--- config.mk ---
export PLATFORM = sky130hd
export DESIGN_NAME = ps2_mouse_packet_tracker_core_flat
export DESIGN_NICKNAME = d
export VERILOG_FILES = /design/src/hw/rtl/ps2mt_pkg.sv /design/src/hw/rtl/ps2mt_ifs.sv /design/src/hw/rtl/ps2_mouse_packet_tracker_core.sv /design/src/hw/rtl/ps2mt_cfg_regs.sv /design/src/hw/rtl/ps2mt_update.sv /design/src/flat_wrapper.sv
export SDC_FILE = /design/constraint.sdc
export NUM_CORES = 1
export LEC_CHECK = 0
export BUFFER_PORTS_ARGS = -buffer_cell sky130_fd_sc_hd__buf_2
export CORE_ASPECT_RATIO = 1.2
export CORE_MARGIN = 2
export CORE_UTILIZATION = 50
export CTS_CLUSTER_DIAMETER = 80
export DETAILED_ROUTE_END_ITERATION = 6
export HOLD_SLACK_MARGIN = 0.15
export PLACE_DENSITY = 0.74
export SLEW_MARGIN = 0
export SYNTH_ARGS = -nofsm -noshare
export SYNTH_HDL_FRONTEND = slang
export SYNTH_SLANG_ARGS = --single-unit
--- constraint.sdc ---
create_clock -name clk -period 7 [get_ports clk]
set_clock_uncertainty 0.05 [all_clocks]
set_input_delay 1.75 -clock clk [delete_from_list [all_inputs] [get_ports clk]]
set_output_delay 1.75 -clock clk [all_outputs]
set_load 0.03 [all_outputs]
--- src/hw/rtl/ps2mt_pkg.sv ---
`timescale 1ns / 1ps
package ps2mt_pkg;

	localparam int COORD_BITS_DEF = 16;
	localparam int ACC_BITS_DEF = 32;

	localparam int PADDR_W = 3;
	localparam int PDATA_W = 32;
	localparam int REG_IDX_W = 1;
	localparam logic [REG_IDX_W-1:0] REG_SCREEN_WIDTH = 1'b0;
	localparam logic [REG_IDX_W-1:0] REG_SCREEN_HEIGHT = 1'b1;

	localparam logic [15:0] SCREEN_WIDTH_RESET = 16'd1920;
	localparam logic [15:0] SCREEN_HEIGHT_RESET = 16'd1080;

	localparam int SYNC_BIT = 3;
	localparam int X_SIGN_BIT = 4;
	localparam int Y_SIGN_BIT = 5;
	localparam int X_OVF_BIT = 6;
	localparam int Y_OVF_BIT = 7;

	typedef enum logic [1:0] {
		ACT_BYTE = 2'd0,
		ACT_INJECT = 2'd1,
		ACT_CONSUME = 2'd2
	} action_e;

	typedef enum logic [1:0] {
		BIDX_FLAGS = 2'd0,
		BIDX_X = 2'd1,
		BIDX_Y = 2'd2
	} byte_idx_t;

	typedef enum logic {
		KIND_POSITION = 1'b0,
		KIND_DELTA = 1'b1
	} kind_e;

	typedef struct packed {
		logic [15:0] screen_width;
		logic [15:0] screen_height;
	} cfg_t;

	typedef struct packed {
		logic [1:0] action;
		logic [7:0] data_byte;
		logic signed [15:0] inject_dx;
		logic signed [15:0] inject_dy;
		logic [2:0] inject_buttons;
	} in_item_t;

	typedef struct packed {
		logic kind;
		logic [15:0] pos_x;
		logic [15:0] pos_y;
		logic [2:0] button_bits;
		logic signed [31:0] delta_x;
		logic signed [31:0] delta_y;
		logic present;
	} out_item_t;

endpackage

--- src/hw/rtl/ps2mt_ifs.sv ---
`timescale 1ns / 1ps
interface ps2mt_cmd_if;
	logic valid;
	logic ready;
	logic [1:0] action;
	logic [7:0] data_byte;
	logic signed [15:0] inject_dx;
	logic signed [15:0] inject_dy;
	logic [2:0] inject_buttons;

	modport source (output valid, action, data_byte, inject_dx, inject_dy, inject_buttons,
		input ready);
	modport sink (input valid, action, data_byte, inject_dx, inject_dy, inject_buttons,
		output ready);
endinterface

interface ps2mt_rsp_if;
	logic valid;
	logic ready;
	logic kind;
	logic [15:0] pos_x;
	logic [15:0] pos_y;
	logic [2:0] button_bits;
	logic signed [31:0] delta_x;
	logic signed [31:0] delta_y;
	logic present;

	modport source (output valid, kind, pos_x, pos_y, button_bits, delta_x, delta_y, present,
		input ready);
	modport sink (input valid, kind, pos_x, pos_y, button_bits, delta_x, delta_y, present,
		output ready);
endinterface

--- src/hw/rtl/ps2_mouse_packet_tracker_core.sv ---
`timescale 1ns / 1ps
// An accepted cmd item is held in item_s1; its result, if any, is registered in res_q for rsp.
// Throughput: one item per cycle unless a result stalls, set by the single add-and-clamp tracker update.
// The output register is refilled in the cycle it is taken, so a stall only costs the stalled cycles.
// Reset: asynchronous, active low; clears position, accumulators, buttons, present and packet
// phase, and sets the screen bounds to 1920 by 1080.
module ps2_mouse_packet_tracker_core
	import ps2mt_pkg::*;
#(
	parameter int COORD_BITS = COORD_BITS_DEF,
	parameter int ACC_BITS = ACC_BITS_DEF
) (
	input  logic               clk,
	input  logic               arst_n,
	ps2mt_cmd_if.sink          cmd,
	ps2mt_rsp_if.source        rsp,
	input  logic               psel,
	input  logic               penable,
	input  logic               pwrite,
	input  logic [PADDR_W-1:0] paddr,
	input  logic [PDATA_W-1:0] pwdata,
	output logic [PDATA_W-1:0] prdata,
	output logic               pready
);

	cfg_t cfg;

	in_item_t item_s1;
	logic valid_s1;
	logic adv;

	byte_idx_t byte_idx_q;
	logic [7:0] flags_byte_q;
	logic [7:0] x_byte_q;
	logic [COORD_BITS-1:0] cur_x_q;
	logic [COORD_BITS-1:0] cur_y_q;
	logic [ACC_BITS-1:0] acc_dx_q;
	logic [ACC_BITS-1:0] acc_dy_q;
	logic [2:0] buttons_q;
	logic present_q;

	byte_idx_t nxt_byte_idx;
	logic [7:0] nxt_flags_byte;
	logic [7:0] nxt_x_byte;
	logic [COORD_BITS-1:0] nxt_x;
	logic [COORD_BITS-1:0] nxt_y;
	logic [ACC_BITS-1:0] nxt_acc_dx;
	logic [ACC_BITS-1:0] nxt_acc_dy;
	logic [2:0] nxt_buttons;
	logic nxt_present;
	logic emit;
	out_item_t res;

	out_item_t res_q;
	logic res_valid_q;

	ps2mt_cfg_regs u_cfg (
		.clk     (clk),
		.arst_n  (arst_n),
		.psel    (psel),
		.penable (penable),
		.pwrite  (pwrite),
		.paddr   (paddr),
		.pwdata  (pwdata),
		.prdata  (prdata),
		.pready  (pready),
		.cfg     (cfg)
	);

	ps2mt_update #(
		.COORD_BITS (COORD_BITS),
		.ACC_BITS   (ACC_BITS)
	) u_update (
		.item           (item_s1),
		.cfg            (cfg),
		.byte_idx       (byte_idx_q),
		.flags_byte     (flags_byte_q),
		.x_byte         (x_byte_q),
		.cur_x          (cur_x_q),
		.cur_y          (cur_y_q),
		.acc_dx         (acc_dx_q),
		.acc_dy         (acc_dy_q),
		.cur_buttons    (buttons_q),
		.present_flag   (present_q),
		.nxt_byte_idx   (nxt_byte_idx),
		.nxt_flags_byte (nxt_flags_byte),
		.nxt_x_byte     (nxt_x_byte),
		.nxt_x          (nxt_x),
		.nxt_y          (nxt_y),
		.nxt_acc_dx     (nxt_acc_dx),
		.nxt_acc_dy     (nxt_acc_dy),
		.nxt_buttons    (nxt_buttons),
		.nxt_present    (nxt_present),
		.emit           (emit),
		.res            (res)
	);

	// The held item moves on unless it has a result and the output register stays full.
	assign adv = valid_s1 && (!emit || !res_valid_q || rsp.ready);
	assign cmd.ready = !valid_s1 || adv;

	always_ff @(posedge clk or negedge arst_n) begin
		if (!arst_n) begin
			valid_s1 <= 1'b0;
		end else if (cmd.ready) begin
			valid_s1 <= cmd.valid;
		end
	end

	always_ff @(posedge clk) begin
		if (cmd.ready && cmd.valid) begin
			item_s1.action <= cmd.action;
			item_s1.data_byte <= cmd.data_byte;
			item_s1.inject_dx <= cmd.inject_dx;
			item_s1.inject_dy <= cmd.inject_dy;
			item_s1.inject_buttons <= cmd.inject_buttons;
		end
	end

	always_ff @(posedge clk or negedge arst_n) begin
		if (!arst_n) begin
			byte_idx_q <= BIDX_FLAGS;
			flags_byte_q <= '0;
			x_byte_q <= '0;
			cur_x_q <= '0;
			cur_y_q <= '0;
			acc_dx_q <= '0;
			acc_dy_q <= '0;
			buttons_q <= '0;
			present_q <= 1'b0;
		end else if (adv) begin
			byte_idx_q <= nxt_byte_idx;
			flags_byte_q <= nxt_flags_byte;
			x_byte_q <= nxt_x_byte;
			cur_x_q <= nxt_x;
			cur_y_q <= nxt_y;
			acc_dx_q <= nxt_acc_dx;
			acc_dy_q <= nxt_acc_dy;
			buttons_q <= nxt_buttons;
			present_q <= nxt_present;
		end
	end

	always_ff @(posedge clk or negedge arst_n) begin
		if (!arst_n) begin
			res_valid_q <= 1'b0;
		end else if (adv && emit) begin
			res_valid_q <= 1'b1;
		end else if (rsp.ready) begin
			res_valid_q <= 1'b0;
		end
	end

	always_ff @(posedge clk) begin
		if (adv && emit) begin
			res_q <= res;
		end
	end

	assign rsp.valid = res_valid_q;
	assign rsp.kind = res_q.kind;
	assign rsp.pos_x = res_q.pos_x;
	assign rsp.pos_y = res_q.pos_y;
	assign rsp.button_bits = res_q.button_bits;
	assign rsp.delta_x = res_q.delta_x;
	assign rsp.delta_y = res_q.delta_y;
	assign rsp.present = res_q.present;

	a_consume_clears: assert property (@(posedge clk) disable iff (!arst_n)
		adv && (item_s1.action == ACT_CONSUME) |=> (acc_dx_q == '0) && (acc_dy_q == '0))
		else $error("accumulators not cleared after a consume item");

	a_packet_end_emits: assert property (@(posedge clk) disable iff (!arst_n)
		adv && (item_s1.action == ACT_BYTE) && (byte_idx_q == BIDX_Y)
		|=> res_valid_q && (res_q.kind == KIND_POSITION))
		else $error("completed packet gave no position event");

	a_stall_holds_item: assert property (@(posedge clk) disable iff (!arst_n)
		valid_s1 && !adv |=> valid_s1 && $stable(item_s1))
		else $error("held item lost while the output register was full");

	a_no_result_overwrite: assert property (@(posedge clk) disable iff (!arst_n)
		res_valid_q && !rsp.ready |=> res_valid_q && $stable(res_q))
		else $error("pending result changed before it was taken");

endmodule

--- src/hw/rtl/ps2mt_cfg_regs.sv ---
`timescale 1ns / 1ps
module ps2mt_cfg_regs
	import ps2mt_pkg::*;
(
	input  logic               clk,
	input  logic               arst_n,
	input  logic               psel,
	input  logic               penable,
	input  logic               pwrite,
	input  logic [PADDR_W-1:0] paddr,
	input  logic [PDATA_W-1:0] pwdata,
	output logic [PDATA_W-1:0] prdata,
	output logic               pready,
	output cfg_t               cfg
);

	cfg_t cfg_q;
	logic wr_en;
	logic [REG_IDX_W-1:0] reg_idx;

	assign pready = 1'b1;
	assign wr_en = psel && penable && pwrite && pready;
	assign reg_idx = paddr[PADDR_W-1:2];

	always_ff @(posedge clk or negedge arst_n) begin
		if (!arst_n) begin
			cfg_q.screen_width <= SCREEN_WIDTH_RESET;
			cfg_q.screen_height <= SCREEN_HEIGHT_RESET;
		end else if (wr_en) begin
			unique case (reg_idx)
				REG_SCREEN_WIDTH: cfg_q.screen_width <= pwdata[15:0];
				REG_SCREEN_HEIGHT: cfg_q.screen_height <= pwdata[15:0];
				default: ;
			endcase
		end
	end

	always_comb begin
		prdata = '0;
		unique case (reg_idx)
			REG_SCREEN_WIDTH: prdata = {{(PDATA_W-16){1'b0}}, cfg_q.screen_width};
			REG_SCREEN_HEIGHT: prdata = {{(PDATA_W-16){1'b0}}, cfg_q.screen_height};
			default: prdata = '0;
		endcase
	end

	assign cfg = cfg_q;

endmodule

--- src/hw/rtl/ps2mt_update.sv ---
`timescale 1ns / 1ps
module ps2mt_update
	import ps2mt_pkg::*;
#(
	parameter int COORD_BITS = COORD_BITS_DEF,
	parameter int ACC_BITS = ACC_BITS_DEF
) (
	input  in_item_t              item,
	input  cfg_t                  cfg,
	input  byte_idx_t             byte_idx,
	input  logic [7:0]            flags_byte,
	input  logic [7:0]            x_byte,
	input  logic [COORD_BITS-1:0] cur_x,
	input  logic [COORD_BITS-1:0] cur_y,
	input  logic [ACC_BITS-1:0]   acc_dx,
	input  logic [ACC_BITS-1:0]   acc_dy,
	input  logic [2:0]            cur_buttons,
	input  logic                  present_flag,
	output byte_idx_t             nxt_byte_idx,
	output logic [7:0]            nxt_flags_byte,
	output logic [7:0]            nxt_x_byte,
	output logic [COORD_BITS-1:0] nxt_x,
	output logic [COORD_BITS-1:0] nxt_y,
	output logic [ACC_BITS-1:0]   nxt_acc_dx,
	output logic [ACC_BITS-1:0]   nxt_acc_dy,
	output logic [2:0]            nxt_buttons,
	output logic                  nxt_present,
	output logic                  emit,
	output out_item_t             res
);

	localparam int W = ((COORD_BITS > 16) ? COORD_BITS : 16) + 2;

	logic signed [8:0] pkt_dx9;
	logic signed [8:0] pkt_dy9;
	logic signed [15:0] mv_dx;
	logic signed [15:0] mv_dy_up;
	logic [15:0] hi_x;
	logic [15:0] hi_y;
	logic signed [W-1:0] sum_x;
	logic signed [W-1:0] sum_y;
	logic signed [W-1:0] hi_x_w;
	logic signed [W-1:0] hi_y_w;
	logic [COORD_BITS-1:0] clamp_x;
	logic [COORD_BITS-1:0] clamp_y;

	assign pkt_dx9 = flags_byte[X_OVF_BIT] ? 9'sd0 : $signed({flags_byte[X_SIGN_BIT], x_byte});
	assign pkt_dy9 = flags_byte[Y_OVF_BIT] ? 9'sd0 :
		$signed({flags_byte[Y_SIGN_BIT], item.data_byte});

	assign mv_dx = (item.action == ACT_INJECT) ? item.inject_dx : {{7{pkt_dx9[8]}}, pkt_dx9};
	assign mv_dy_up = (item.action == ACT_INJECT) ? item.inject_dy :
		{{7{pkt_dy9[8]}}, pkt_dy9};

	// A bound of zero behaves as a bound of one.
	assign hi_x = (cfg.screen_width == 16'd0) ? 16'd0 : cfg.screen_width - 16'd1;
	assign hi_y = (cfg.screen_height == 16'd0) ? 16'd0 : cfg.screen_height - 16'd1;
	assign hi_x_w = $signed({{(W-16){1'b0}}, hi_x});
	assign hi_y_w = $signed({{(W-16){1'b0}}, hi_y});

	assign sum_x = $signed({{(W-COORD_BITS){1'b0}}, cur_x}) + {{(W-16){mv_dx[15]}}, mv_dx};
	assign sum_y = $signed({{(W-COORD_BITS){1'b0}}, cur_y}) -
		{{(W-16){mv_dy_up[15]}}, mv_dy_up};

	always_comb begin
		priority if (sum_x < 0) begin
			clamp_x = '0;
		end else if (sum_x > hi_x_w) begin
			clamp_x = hi_x_w[COORD_BITS-1:0];
		end else begin
			clamp_x = sum_x[COORD_BITS-1:0];
		end
		priority if (sum_y < 0) begin
			clamp_y = '0;
		end else if (sum_y > hi_y_w) begin
			clamp_y = hi_y_w[COORD_BITS-1:0];
		end else begin
			clamp_y = sum_y[COORD_BITS-1:0];
		end
	end

	always_comb begin
		nxt_byte_idx = byte_idx;
		if (item.action == ACT_BYTE) begin
			unique case (byte_idx)
				BIDX_FLAGS: if (item.data_byte[SYNC_BIT]) nxt_byte_idx = BIDX_X;
				BIDX_X: nxt_byte_idx = BIDX_Y;
				BIDX_Y: nxt_byte_idx = BIDX_FLAGS;
				default: nxt_byte_idx = BIDX_FLAGS;
			endcase
		end
	end

	always_comb begin
		nxt_flags_byte = flags_byte;
		nxt_x_byte = x_byte;
		nxt_x = cur_x;
		nxt_y = cur_y;
		nxt_acc_dx = acc_dx;
		nxt_acc_dy = acc_dy;
		nxt_buttons = cur_buttons;
		nxt_present = present_flag;
		emit = 1'b0;
		unique case (item.action)
			ACT_BYTE: begin
				unique case (byte_idx)
					BIDX_FLAGS: if (item.data_byte[SYNC_BIT]) nxt_flags_byte = item.data_byte;
					BIDX_X: nxt_x_byte = item.data_byte;
					BIDX_Y: begin
						nxt_buttons = flags_byte[2:0];
						nxt_acc_dx = acc_dx + {{(ACC_BITS-9){pkt_dx9[8]}}, pkt_dx9};
						nxt_acc_dy = acc_dy - {{(ACC_BITS-9){pkt_dy9[8]}}, pkt_dy9};
						nxt_x = clamp_x;
						nxt_y = clamp_y;
						emit = 1'b1;
					end
					default: ;
				endcase
			end
			ACT_INJECT: begin
				nxt_x = clamp_x;
				nxt_y = clamp_y;
				nxt_buttons = item.inject_buttons;
				nxt_present = 1'b1;
				emit = 1'b1;
			end
			ACT_CONSUME: begin
				nxt_acc_dx = '0;
				nxt_acc_dy = '0;
				emit = 1'b1;
			end
			default: ;
		endcase
	end

	always_comb begin
		res.kind = (item.action == ACT_CONSUME) ? KIND_DELTA : KIND_POSITION;
		res.pos_x = 16'(nxt_x);
		res.pos_y = 16'(nxt_y);
		res.button_bits = nxt_buttons;
		res.delta_x = (item.action == ACT_CONSUME) ? 32'(acc_dx) : 32'sd0;
		res.delta_y = (item.action == ACT_CONSUME) ? 32'(acc_dy) : 32'sd0;
		res.present = nxt_present;
	end

endmodule
--- src/flat_wrapper.sv ---
// flat-port wrapper written by rule: the top's interface ports become plain ports
module ps2_mouse_packet_tracker_core_flat import ps2mt_pkg::*;
#(
	parameter int COORD_BITS = COORD_BITS_DEF,
	parameter int ACC_BITS = ACC_BITS_DEF
)
  (clk, arst_n, psel, penable, pwrite, paddr, pwdata, prdata, pready, cmd_valid, cmd_action, cmd_data_byte, cmd_inject_dx, cmd_inject_dy, cmd_inject_buttons, cmd_ready, rsp_valid, rsp_kind, rsp_pos_x, rsp_pos_y, rsp_button_bits, rsp_delta_x, rsp_delta_y, rsp_present, rsp_ready);
  ps2mt_cmd_if cmd_i ();
  ps2mt_rsp_if rsp_i ();
  input  logic clk;
  input  logic arst_n;
  input  logic psel;
  input  logic penable;
  input  logic pwrite;
  input  logic [PADDR_W-1:0] paddr;
  input  logic [PDATA_W-1:0] pwdata;
  output logic [PDATA_W-1:0] prdata;
  output logic pready;
  input wire logic [$bits(cmd_i.valid)-1:0] cmd_valid;
  input wire logic [$bits(cmd_i.action)-1:0] cmd_action;
  input wire logic [$bits(cmd_i.data_byte)-1:0] cmd_data_byte;
  input wire logic [$bits(cmd_i.inject_dx)-1:0] cmd_inject_dx;
  input wire logic [$bits(cmd_i.inject_dy)-1:0] cmd_inject_dy;
  input wire logic [$bits(cmd_i.inject_buttons)-1:0] cmd_inject_buttons;
  output wire logic [$bits(cmd_i.ready)-1:0] cmd_ready;
  output wire logic [$bits(rsp_i.valid)-1:0] rsp_valid;
  output wire logic [$bits(rsp_i.kind)-1:0] rsp_kind;
  output wire logic [$bits(rsp_i.pos_x)-1:0] rsp_pos_x;
  output wire logic [$bits(rsp_i.pos_y)-1:0] rsp_pos_y;
  output wire logic [$bits(rsp_i.button_bits)-1:0] rsp_button_bits;
  output wire logic [$bits(rsp_i.delta_x)-1:0] rsp_delta_x;
  output wire logic [$bits(rsp_i.delta_y)-1:0] rsp_delta_y;
  output wire logic [$bits(rsp_i.present)-1:0] rsp_present;
  input wire logic [$bits(rsp_i.ready)-1:0] rsp_ready;
  assign cmd_i.valid = cmd_valid;
  assign cmd_i.action = cmd_action;
  assign cmd_i.data_byte = cmd_data_byte;
  assign cmd_i.inject_dx = cmd_inject_dx;
  assign cmd_i.inject_dy = cmd_inject_dy;
  assign cmd_i.inject_buttons = cmd_inject_buttons;
  assign cmd_ready = cmd_i.ready;
  assign rsp_valid = rsp_i.valid;
  assign rsp_kind = rsp_i.kind;
  assign rsp_pos_x = rsp_i.pos_x;
  assign rsp_pos_y = rsp_i.pos_y;
  assign rsp_button_bits = rsp_i.button_bits;
  assign rsp_delta_x = rsp_i.delta_x;
  assign rsp_delta_y = rsp_i.delta_y;
  assign rsp_present = rsp_i.present;
  assign rsp_i.ready = rsp_ready;
  ps2_mouse_packet_tracker_core #(.COORD_BITS(COORD_BITS), .ACC_BITS(ACC_BITS)) u_core (.clk(clk), .arst_n(arst_n), .cmd(cmd_i), .rsp(rsp_i), .psel(psel), .penable(penable), .pwrite(pwrite), .paddr(paddr), .pwdata(pwdata), .prdata(prdata), .pready(pready));
endmodule
# == Word level (Yosys, flattened, before mapping) ==
# Cells that the tools add are included.
# classes
n_addsub,6
n_lt_le_gt_ge,4
n_eq_ne,6
n_mux,29
bitwise_logic,1
n_reduce_logical,24
# ops
op,n
one-hot mux 32 bit (2 select lines),3
2-to-1 mux 16 bit,10
2-to-1 mux 32 bit,2
one-hot mux 16 bit (2 select lines),2
greater-than comparator 18 x 17 -> 1 bit,2
"< comparator 18 x 1 -> 1 bit, second input constant",2
adder 32 bit,1
zero test 16 bit,2
"subtractor 16 x 1 -> 16 bit, second input constant",2
subtractor 32 bit,1
adder 17 x 16 -> 18 bit,1
2-to-1 mux 9 bit,2
subtractor 17 x 16 -> 18 bit,1
AND reduction 3 bit,3
one-hot mux 3 bit (2 select lines),1
logical AND 1 bit,5
2-to-1 mux 1 bit,5
"equality test 2 x 1 -> 1 bit, second input constant",2
"equality test 2 bit, second input constant",2
zero test 2 bit,2
"!= test 2 x 1 -> 1 bit, second input constant",2
one-hot mux 2 bit (2 select lines),1
AND reduction 2 bit,2
AND reduction 4 bit,1
8 further kinds,13
# totals
register_bits,298
in_bits,87
output_inout_bits,136

# == Longest topological paths before layout ==
# Gate-level depths: netlist (run 1).
# depth
depth_word,9
mapped_depth,28
ltp_nobuf,24

# == Hierarchy ==
# Synthesis (run 1) repeated with hierarchy kept, for this count alone.
# unflattened
cells_unflattened,2361
hier_area_um2,22102.4
# by_module_without_submodules
module,n_inst,cells_per_inst,area_per_inst_um2
ps2_mouse_packet_tracker_core,1,825,10984.3
ps2mt_update,1,1431,9510.4
ps2mt_cfg_regs,1,105,1607.8

# == Least setup slack after synthesis (run 1) ==
# OpenSTA, ideal clock, no wires.
# synth_path
path_type,input-to-reg
from,input rsp_ready
to,"register u_core.res_q (netlist bit u_core.rsp.button_bits[0]), enable pin"
setup_ns,0.561
arrival_time_ns,6.335
t_required_ns,6.389
slack_ns,0.053
path_stages,4
path_buffers,1
path_cell_list,nand2b_1 -> o21ai_1 -> buf_2 -> nor2_1
# synth_via
elab_chain_len,3
# synth_rtl
item,line,text
start: declaration,flat_wrapper.sv:34,input wire logic [$bits(rsp_i.ready)-1:0] rsp_ready;
logical OR 1 bit,ps2_mouse_packet_tracker_core.sv:99,assign adv = valid_s1 && (!emit || !res_valid_q || rsp.ready);
logical AND 1 bit,ps2_mouse_packet_tracker_core.sv:99,
logical AND 1 bit,ps2_mouse_packet_tracker_core.sv:155,if (adv && emit) begin
end signal: assignment,ps2_mouse_packet_tracker_core.sv:156,res_q <= res;
end: declaration,ps2_mouse_packet_tracker_core.sv:54,out_item_t res_q;
# No other way between the ends.
# A chain may end at the register's enable or synchronous reset.

# == Worst setup path after layout (run 1) ==
# layout_path
from,register u_core.item_s1[44] in the netlist's numbering
to,register u_core.res_q (netlist bit u_core.rsp.pos_x[10]) (data pin)
# layout_via
elab_chain_len,8
# layout_rtl
item,line,text
start: declaration,ps2_mouse_packet_tracker_core.sv:28,in_item_t item_s1;
equality test 2 x 1 -> 1 bit,"ps2mt_update.sv:51, ps2mt_update.sv:104",
2-to-1 mux 16 bit,ps2mt_update.sv:51,"assign mv_dx = (item.action == ACT_INJECT) ? item.inject_dx : {{7{pkt_dx9[8]}}, pkt_dx9};"
adder 17 x 16 -> 18 bit,ps2mt_update.sv:61,"assign sum_x = $signed({{(W-COORD_BITS){1'b0}}, cur_x}) + {{(W-16){mv_dx[15]}}, mv_dx};"
greater-than comparator 18 x 17 -> 1 bit,ps2mt_update.sv:68,end else if (sum_x > hi_x_w) begin
2-to-1 mux 16 bit,ps2mt_update.sv:68,
2-to-1 mux 16 bit,ps2mt_update.sv:66,priority if (sum_x < 0) begin
2-to-1 mux 16 bit,ps2mt_update.sv:106,unique case (byte_idx)
one-hot mux 16 bit (2 select lines) (*),ps2mt_update.sv:104,unique case (item.action)
via u_core.nxt_x[10],ps2_mouse_packet_tracker_core.sv:45,logic [COORD_BITS-1:0] nxt_x;
# The timed path passes the listed nets; every way through them passes the cells marked *.

==> results of run 1 <==
[kinds of logic (layout without fill, tap and decap cells)]
kind of cell	after synthesis	after routing
buffers and inverters	152	344
and+or+nand+nor	506	506
adders and majority gates	140	140
DFF	297	297
AOI/OAI and AO/OA	437	437
xor gates and xnor gates	94	94
muxes	105	105
other	2	17
[power groups by stage]
| stage | Clock (mW) | Sequential, mW | Combinational, mW |
|---|---|---|---|
| final | 1.70 | 2.63 | 5.60 |
| after global routing | 1.82 | 2.68 | 6.29 |
| after global placement | 0 | 2.63 | 5.43 |
| after CTS | 1.74 | 2.62 | 5.60 |
| after floorplan | 0 | 2.68 | 4.42 |
| after detailed placement | 0 | 2.66 | 5.56 |
[per-stage QoR]
step	util, %	power (mW)
6_report	57.21	9.929
5_1_grt	57.21	10.78
4_1_cts	57.21	9.965
3_5_place_dp	54.24	8.219
3_3_place_gp	54.24	8.059
2_1_floorplan	-	7.100
[per-layer routing]
metal | part of all wire [%] | routed length (um) | up-vias | GRT usage (%)
li1 | - | - | 6602 | -
met1 | 43 | 18060 | 6414 | 29.20
met2 | 49 | 20530 | 334 | 39.04
met3 | 5.1 | 2145 | 73 | 3.076
met4 | 2.8 | 1185 | 0 | 7.236
met5 | 0 | 0 | - | 0
[synthesized netlist by cell type (6+ instances only)]
master | n | area (um^2)
mux2_2 | 72 | 810.8
a21oi_1 | 91 | 455.4
a22o_1 | 23 | 201.4
edfxtp_1 | 146 | 4384
inv_1 | 84 | 315.3
or3_1 | 10 | 62.56
nand4_1 | 11 | 68.82
o21bai_1 | 12 | 90.09
mux2i_1 | 31 | 310.3
nor3_1 | 22 | 110.1
dfrtp_1 | 143 | 3578
nand2b_1 | 27 | 168.9
o21ai_0 | 78 | 390.4
nor2_1 | 94 | 352.8
a211oi_1 | 10 | 75.07
and3_1 | 9 | 56.30
a21o_1 | 61 | 457.9
nand3_1 | 18 | 90.09
clkbuf_1 | 38 | 142.6
ha_1 | 136 | 1702
nor2b_1 | 28 | 175.2
o211ai_1 | 6 | 45.04
or2_2 | 8 | 50.05
o41ai_1 | 8 | 70.07
buf_4 | 17 | 127.6
xnor2_1 | 52 | 455.4
xor2_1 | 42 | 367.9
o21ai_1 | 65 | 325.3
o31ai_1 | 11 | 82.58
and2_1 | 75 | 469.2
nand2_1 | 167 | 626.9
o21a_1 | 14 | 105.1
dfstp_2 | 8 | 210.2
a31oi_1 | 8 | 50.05
[worst max-delay path by stage]
stage	to	startpoint	slack (ps)	cells after the start
final	u_core.rsp.pos_x[10]	u_core.item_s1[44]	790	24
after global routing	u_core.rsp.pos_x[10]	u_core.item_s1[44]	350	24
after CTS	u_core.rsp.pos_x[10]	u_core.item_s1[44]	780	22
after detailed placement	u_core.rsp.pos_x[11]	u_core.item_s1[44]	820	22
after global placement	u_core.rsp.pos_x[10]	u_core.item_s1[44]	950	24
after floorplan	u_core.rsp.button_bits[0]	rsp_ready	50	4
[area by class of cell]
type,count,area (um^2)
flip-flops and latches,297,8173
fillers,3108,15300
repair buffers,204,1070
well taps,468,585.6
multi-input cells,1299,9249
clock inverters,18,219.0
inverters,84,315.3
clock buffers,38,842.1
[state kept, by name (all words and copies together) (netlist names), 2 cells and up]
| signal | flops |
|---|---|
| u_core.acc_dx_q | 32 |
| u_core.acc_dy_q | 32 |
| u_core.buttons_q | 3 |
| u_core.byte_idx_q | 2 |
| u_core.cur_x_q | 16 |
| u_core.cur_y_q | 16 |
| u_core.flags_byte_q | 7 |
| u_core.item_s1 | 45 |
| u_core.rsp.button_bits | 3 |
| u_core.rsp.delta_x | 32 |
| u_core.rsp.delta_y | 32 |
| u_core.rsp.pos_x | 16 |
| u_core.rsp.pos_y | 16 |
| u_core.u_cfg.cfg | 32 |
| u_core.x_byte_q | 8 |
[worst max-delay path: cells and delay by family (launching register included)]
| kind | cells | cell delay, ps |
|---|---|---|
| AOI/OAI and AO/OA | 11 | 2180 |
| adders and majority gates | 4 | 1300 |
| and+or+nand+nor | 3 | 690 |
| muxes | 2 | 660 |
| DFF | 1 | 430 |
| buffers and inverters | 3 | 430 |
| xor gates and xnor gates | 1 | 190 |
==> results by group, run 1 <==
Clock network
  – Clk sinks: 297
  – CTS tree: done
  – Post-CTS resize count: 0
  – TritonCTS Buffers: 30
  – Clk root buf: clkbuf_16
  – Post-CTS Setup Inserts: 0
  – Htree depth: 1
  – Cts hold-fix bufs: 0
  – Clock-pin slew on the worst setup and hold paths: 70 ps
  – Max clock buf depth: 3
  – Later-pin clock latency in the skew report: 570 ps

Power and ir drop
  – Pwr dens: 485.5 nW/um^2
  – LEAKAGE: 9.408 nW
  – Clock share of power: 17.1%
  – Sequential fraction of design power: 26.5%
  – Pint: 5.719 mW
  – Sw frac: 42.40%
  – Peak VDD IR: 0.0002306 V
  – Combinational power share: 56.4%
  – Sw Pwr: 4.210 mW

Floorplan
  – FP Rows: 76
  – Core box area: 35750 um^2
  – IO Count: 223
  – Chip width: 177.3 um
  – Die area: 37590 um^2
  – Die Span Y: 212.0 um
  – Starting Density: 50.41%

Layout
  – Commonest non-fill, non-tap cell in the layout: buf_2
  – Non-filler instance count after layout: 2408
  – N_diodes: 0
  – Layout area overhead: 13.48%
  – Final Instance Area: 20450 um^2
  – Fraction of layout cells with a size suffix above 1: 19.43%
  – Commonest non-fill, non-tap cells in the layout: buf_2, nand2_1, edfxtp_1
  – Nets: 2143

Logic synthesis
  – Yosys cell types: 88
  – Post-synth EDFFs: 146
  – Cells after Synth: 1733
  – Post-synthesis compound-gate area fraction: 15.95%
  – Synth async-reset ratio: 50.84%
  – Post-synth top flop: edfxtp_1
  – #FFs+latches synth: 297
  – Multiplexer share of the synthesized area: 6.366%
  – Combinational family with the most area after synthesis: compound AO/OA/AOI/OAI gates
  – Synthesized area: 18020 um^2
  – Xor/xnor share of the synthesized area: 4.568%
  – Yosys warns: 0
  – Area share of and/or/nand/nor cells after synthesis: 14.10%
  – Post-Synth Adder-Cell Area: 9.885%
  – Sequential area share after synthesis: 45.35%
  – Syn_area_per_cell: 10.40 um^2

Job
  – Maxcap violations: 0

Critical path
  – CP max stage cell: edfxtp_1
  – Worst flop-to-flop path startpoint: u_core.item_s1[44]
  – Critical path required time: 7260 ps
  – WP data arrival: 6480 ps
  – Critical path type: flip-flop to flip-flop
  – CP endpoint kind: flip-flop
  – R2R cell count: 24
  – Crit path max fanout: 14
  – Reg2Reg Setup Slack: 790 ps
  – FF-to-FF End: u_core.rsp.pos_x[10]
  – CP Launch Type: flip-flop
  – Max incr delay on CP: 430 ps
  – Critical path cell sequence: inv_1 -> ha_2 -> mux2_2 -> ha_1 -> fa_1 -> a21oi_1 -> and4b_1 -> o21a_1 -> o2bb2ai_1 -> o21ai_0 -> o21bai_1 -> xnor2_1 -> inv_1 -> ha_1 -> or3_1 -> o21ai_0 -> nor2_2 -> o311ai_4 -> a211oi_1 -> a32oi_1 -> o41a_1 -> buf_4 -> mux2i_1 -> o21ai_1

Timing
  – Final WS setup: 786.9 ps
  – Final hold violations: 0
  – Hold Worst Slack: 404.0 ps
  – Fin Setup TNS: 0 ps
  – Achievable Freq: 160.9 MHz
  – Slew @ Worst Pin: 962.0 ps
  – RSZ-0062 raised after global routing: no
  – Slew Viols, Final: 0
  – Tcrit/Tclk final: 88.76%
  – Slew HR: 35.86%
  – Final setup viols: 0
  – Tmin final: 6213 ps

Hold path
  – Worst hold endpoint: u_core.present_q
  – Worst hold start: u_core.present_q
  – Hold Crit Class: flip-flop to flip-flop
  – Worst hold path stage count: 1

GRT
  – Pin count of the biggest net entering global routing: 89
  – Vias in the first global route: 13395
  – First-pass GRT wire length: 67.74 mm
  – Remaining Overflow, GRT: 0
  – Initial antenna violation count: 0
  – GRT Total Usage: 22.54%

Placed design
  – Port buffer count: 187
  – Dpl ws: 818.6 ps
  – Gpl congestion: 0.9119
  – # placed instances: 2352
  – Detail Placement HPWL: 30.95 mm
  – Area post-placement: 19390 um^2

Routing
  – DRC: 0
  – Vias after detailed routing: 13423
  – Final WL: 41.92 mm
  – Drt wl/cell: 17.41 um
  – First DRT Iteration DRCs: 750
  – Vias per cell: 5.574
  – Drt first pass iters: 5
  – DRT antenna net count: 0

Run status
  – Outcome: complete, no violations
Note: power is estimated with default switching activity, not from simulation.
==> run 2: changes to the inputs <==
--- a/config.mk
+++ b/config.mk
@@ -12,6 +12,7 @@
 export CTS_CLUSTER_DIAMETER = 80
 export DETAILED_ROUTE_END_ITERATION = 6
 export HOLD_SLACK_MARGIN = 0.15
+export MAX_ROUTING_LAYER = met4
 export PLACE_DENSITY = 0.74
 export SLEW_MARGIN = 0
 export SYNTH_ARGS = -nofsm -noshare
==> run 2 against run 1 <==
  * Sequential power about the same
  * Highest routed layer unchanged
  * Combinational power barely moved
  * Maximum frequency decreased by 1.1%
  * Largest power group unchanged
  * Core utilization up 0.31 points
  * Total power up 1.9%
  * Non-clock buffer count did not move
  * Global-route usage rose by 0.82 points
  * Largest cell class unchanged
==> results by group, run 2 (synthesis gave the netlist of run 1 again) <==
Routing
  – Post-Route M1 WL: 18.20 mm
  – Top routing layer used: met4
  – DRT antenna net count: 0
  – Vias after detailed routing: 13511
  – Met2 routed WL: 20.91 mm
  – Vias per cell: 5.599
  – Metal3 WL: 1.932 mm
  – Final WL: 42.15 mm
  – DRC: 0
  – Drt first pass iters: 5
  – Drt wl/cell: 17.47 um
  – First DRT Iteration DRCs: 765

Layout
  – Fraction of layout cells with a size suffix above 1: 19.28%
  – N_diodes: 0
  – Final Instance Area: 20570 um^2
  – Max reg flops: 45
  – Commonest non-fill, non-tap cell in the layout: buf_2
  – Top reg by flops: u_core.item_s1
  – Commonest non-fill, non-tap cells in the layout: buf_2, nand2_1, edfxtp_1
  – Nets: 2147
  – Layout area overhead: 14.11%

Floorplan
  – Die area: 37590 um^2
  – Starting Density: 50.41%
  – Die Span Y: 212.0 um
  – Core box area: 35750 um^2
  – FP Rows: 76
  – IO Count: 223
  – Chip width: 177.3 um

Timing
  – Slew HR: 41.66%
  – Final hold violations: 0
  – Slew @ Worst Pin: 869.3 ps
  – Tcrit/Tclk final: 89.76%
  – RSZ-0062 raised after global routing: no
  – Tmin final: 6284 ps
  – Fin Setup TNS: 0 ps
  – Achievable Freq: 159.1 MHz
  – Final setup viols: 0
  – Slew Viols, Final: 0
  – Final WS setup: 716.5 ps

Hold path
  – Worst hold start: u_core.present_q
  – Hold Crit Class: flip-flop to flip-flop
  – Worst hold path stage count: 1
  – Worst hold endpoint: u_core.present_q

Clock network
  – Clk root buf: clkbuf_16
  – Cts hold-fix bufs: 0
  – Later-pin clock latency in the skew report: 520 ps
  – Clk sinks: 297
  – Clock-pin slew on the worst setup and hold paths: 60 ps
  – Max clock buf depth: 3
  – TritonCTS Buffers: 34
  – CTS tree: done
  – Htree depth: 2
  – Post-CTS Setup Inserts: 0
  – Post-CTS resize count: 0

Critical path
  – Max incr delay on CP: 430 ps
  – Critical path cell sequence: inv_1 -> ha_2 -> mux2_2 -> ha_1 -> fa_1 -> a21oi_1 -> and4b_1 -> o21a_1 -> o2bb2ai_1 -> o21ai_0 -> o21bai_1 -> xnor2_1 -> inv_1 -> ha_1 -> or3_1 -> o21ai_0 -> nor2_2 -> o311ai_4 -> a21oi_1 -> nor3_1 -> o41a_1 -> buf_4 -> mux2i_1 -> o21ai_1
  – WP data arrival: 6490 ps
  – Critical path required time: 7210 ps
  – Crit path max fanout: 14
  – FF-to-FF End: u_core.rsp.pos_x[10]
  – R2R cell count: 24
  – CP endpoint kind: flip-flop
  – Delay-heaviest family, CP: compound AO/OA/AOI/OAI gates
  – CP Launch Type: flip-flop
  – CP bufs+invs: 3
  – Critical path type: flip-flop to flip-flop
  – Reg2Reg Setup Slack: 720 ps
  – CP max stage cell: o41a_1
  – Worst flop-to-flop path startpoint: u_core.item_s1[44]

Power and ir drop
  – Final Power: 10.11 mW
  – LEAKAGE: 9.466 nW
  – Peak VDD IR: 0.0002707 V
  – Pwr dens: 491.8 nW/um^2

Placed design
  – Area post-placement: 19390 um^2
  – Gpl congestion: 0.9193
  – Dpl ws: 784.3 ps
  – Port buffer count: 187
  – Detail Placement HPWL: 31.02 mm

Job
  – Maxcap violations: 0

GRT
  – Remaining Overflow, GRT: 0
  – Vias in the first global route: 13443
  – First-pass GRT wire length: 67.90 mm
  – Pin count of the biggest net entering global routing: 90
  – Initial antenna violation count: 0
  – GRT Total Usage: 23.36%

Run status
  – Outcome: complete, no violations
-- run 2: cell types whose count changed in the layout (fill, tap and decap cells not counted) --
cell and delta:
clkbuf_1 +5, inv_8 +1, clkbuf_8 -3, clkinv_4 -1, clkinv_1 +2, bufinv_16 +2, inv_6 -1, inv_4 +1
clkinv_2 -2, clkinvlp_4 -3, clkbuf_16 +4
-- run 2: metrics by stage --
step	hold WS, ps	std cells	utilization [%]
6_report	408.3	2413	57.52
5_1_grt	445.4	2413	57.52
4_1_cts	409.0	2413	57.52
3_5_place_dp	389.5	2352	54.24
3_3_place_gp	383.3	2352	54.24
2_1_floorplan	369.8	1748	-
-- run 2: final cells by class --
class,instances,area [um^2]
sequential,297,8173
clock buffer,44,919.6
clock inverter,17,254.0
multi-input combinational,1299,9249
timing repair buffer,204,1070
fill,3148,15190
tap,468,585.6
inverter,84,315.3
-- run 2: worst max path at each step --
stage          depth (start not counted)          startpoint                   endpoint
2_1_floorplan                          4           rsp_ready  u_core.rsp.button_bits[0]
3_3_place_gp                          24  u_core.item_s1[44]       u_core.rsp.pos_x[10]
3_5_place_dp                          24  u_core.item_s1[44]       u_core.rsp.pos_x[10]
4_1_cts                               24  u_core.item_s1[44]       u_core.rsp.pos_x[10]
5_1_grt                               24  u_core.item_s1[44]       u_core.rsp.pos_x[10]
6_report                              24  u_core.item_s1[44]       u_core.rsp.pos_x[10]
-- run 2: power by group --
group | internal [mW] | total, mW | switching (mW)
clock network | 1.16 | 1.88 | 0.719
registers | 2.30 | 2.62 | 0.323
logic | 2.41 | 5.61 | 3.20
-- run 2: per-layer routing --
layer | GRT usage [%] | up-vias
met5 | - | -
met4 | 6.925 | 0
met3 | 2.808 | 73
met2 | 40.08 | 339
met1 | 29.04 | 6504
li1 | - | 6595
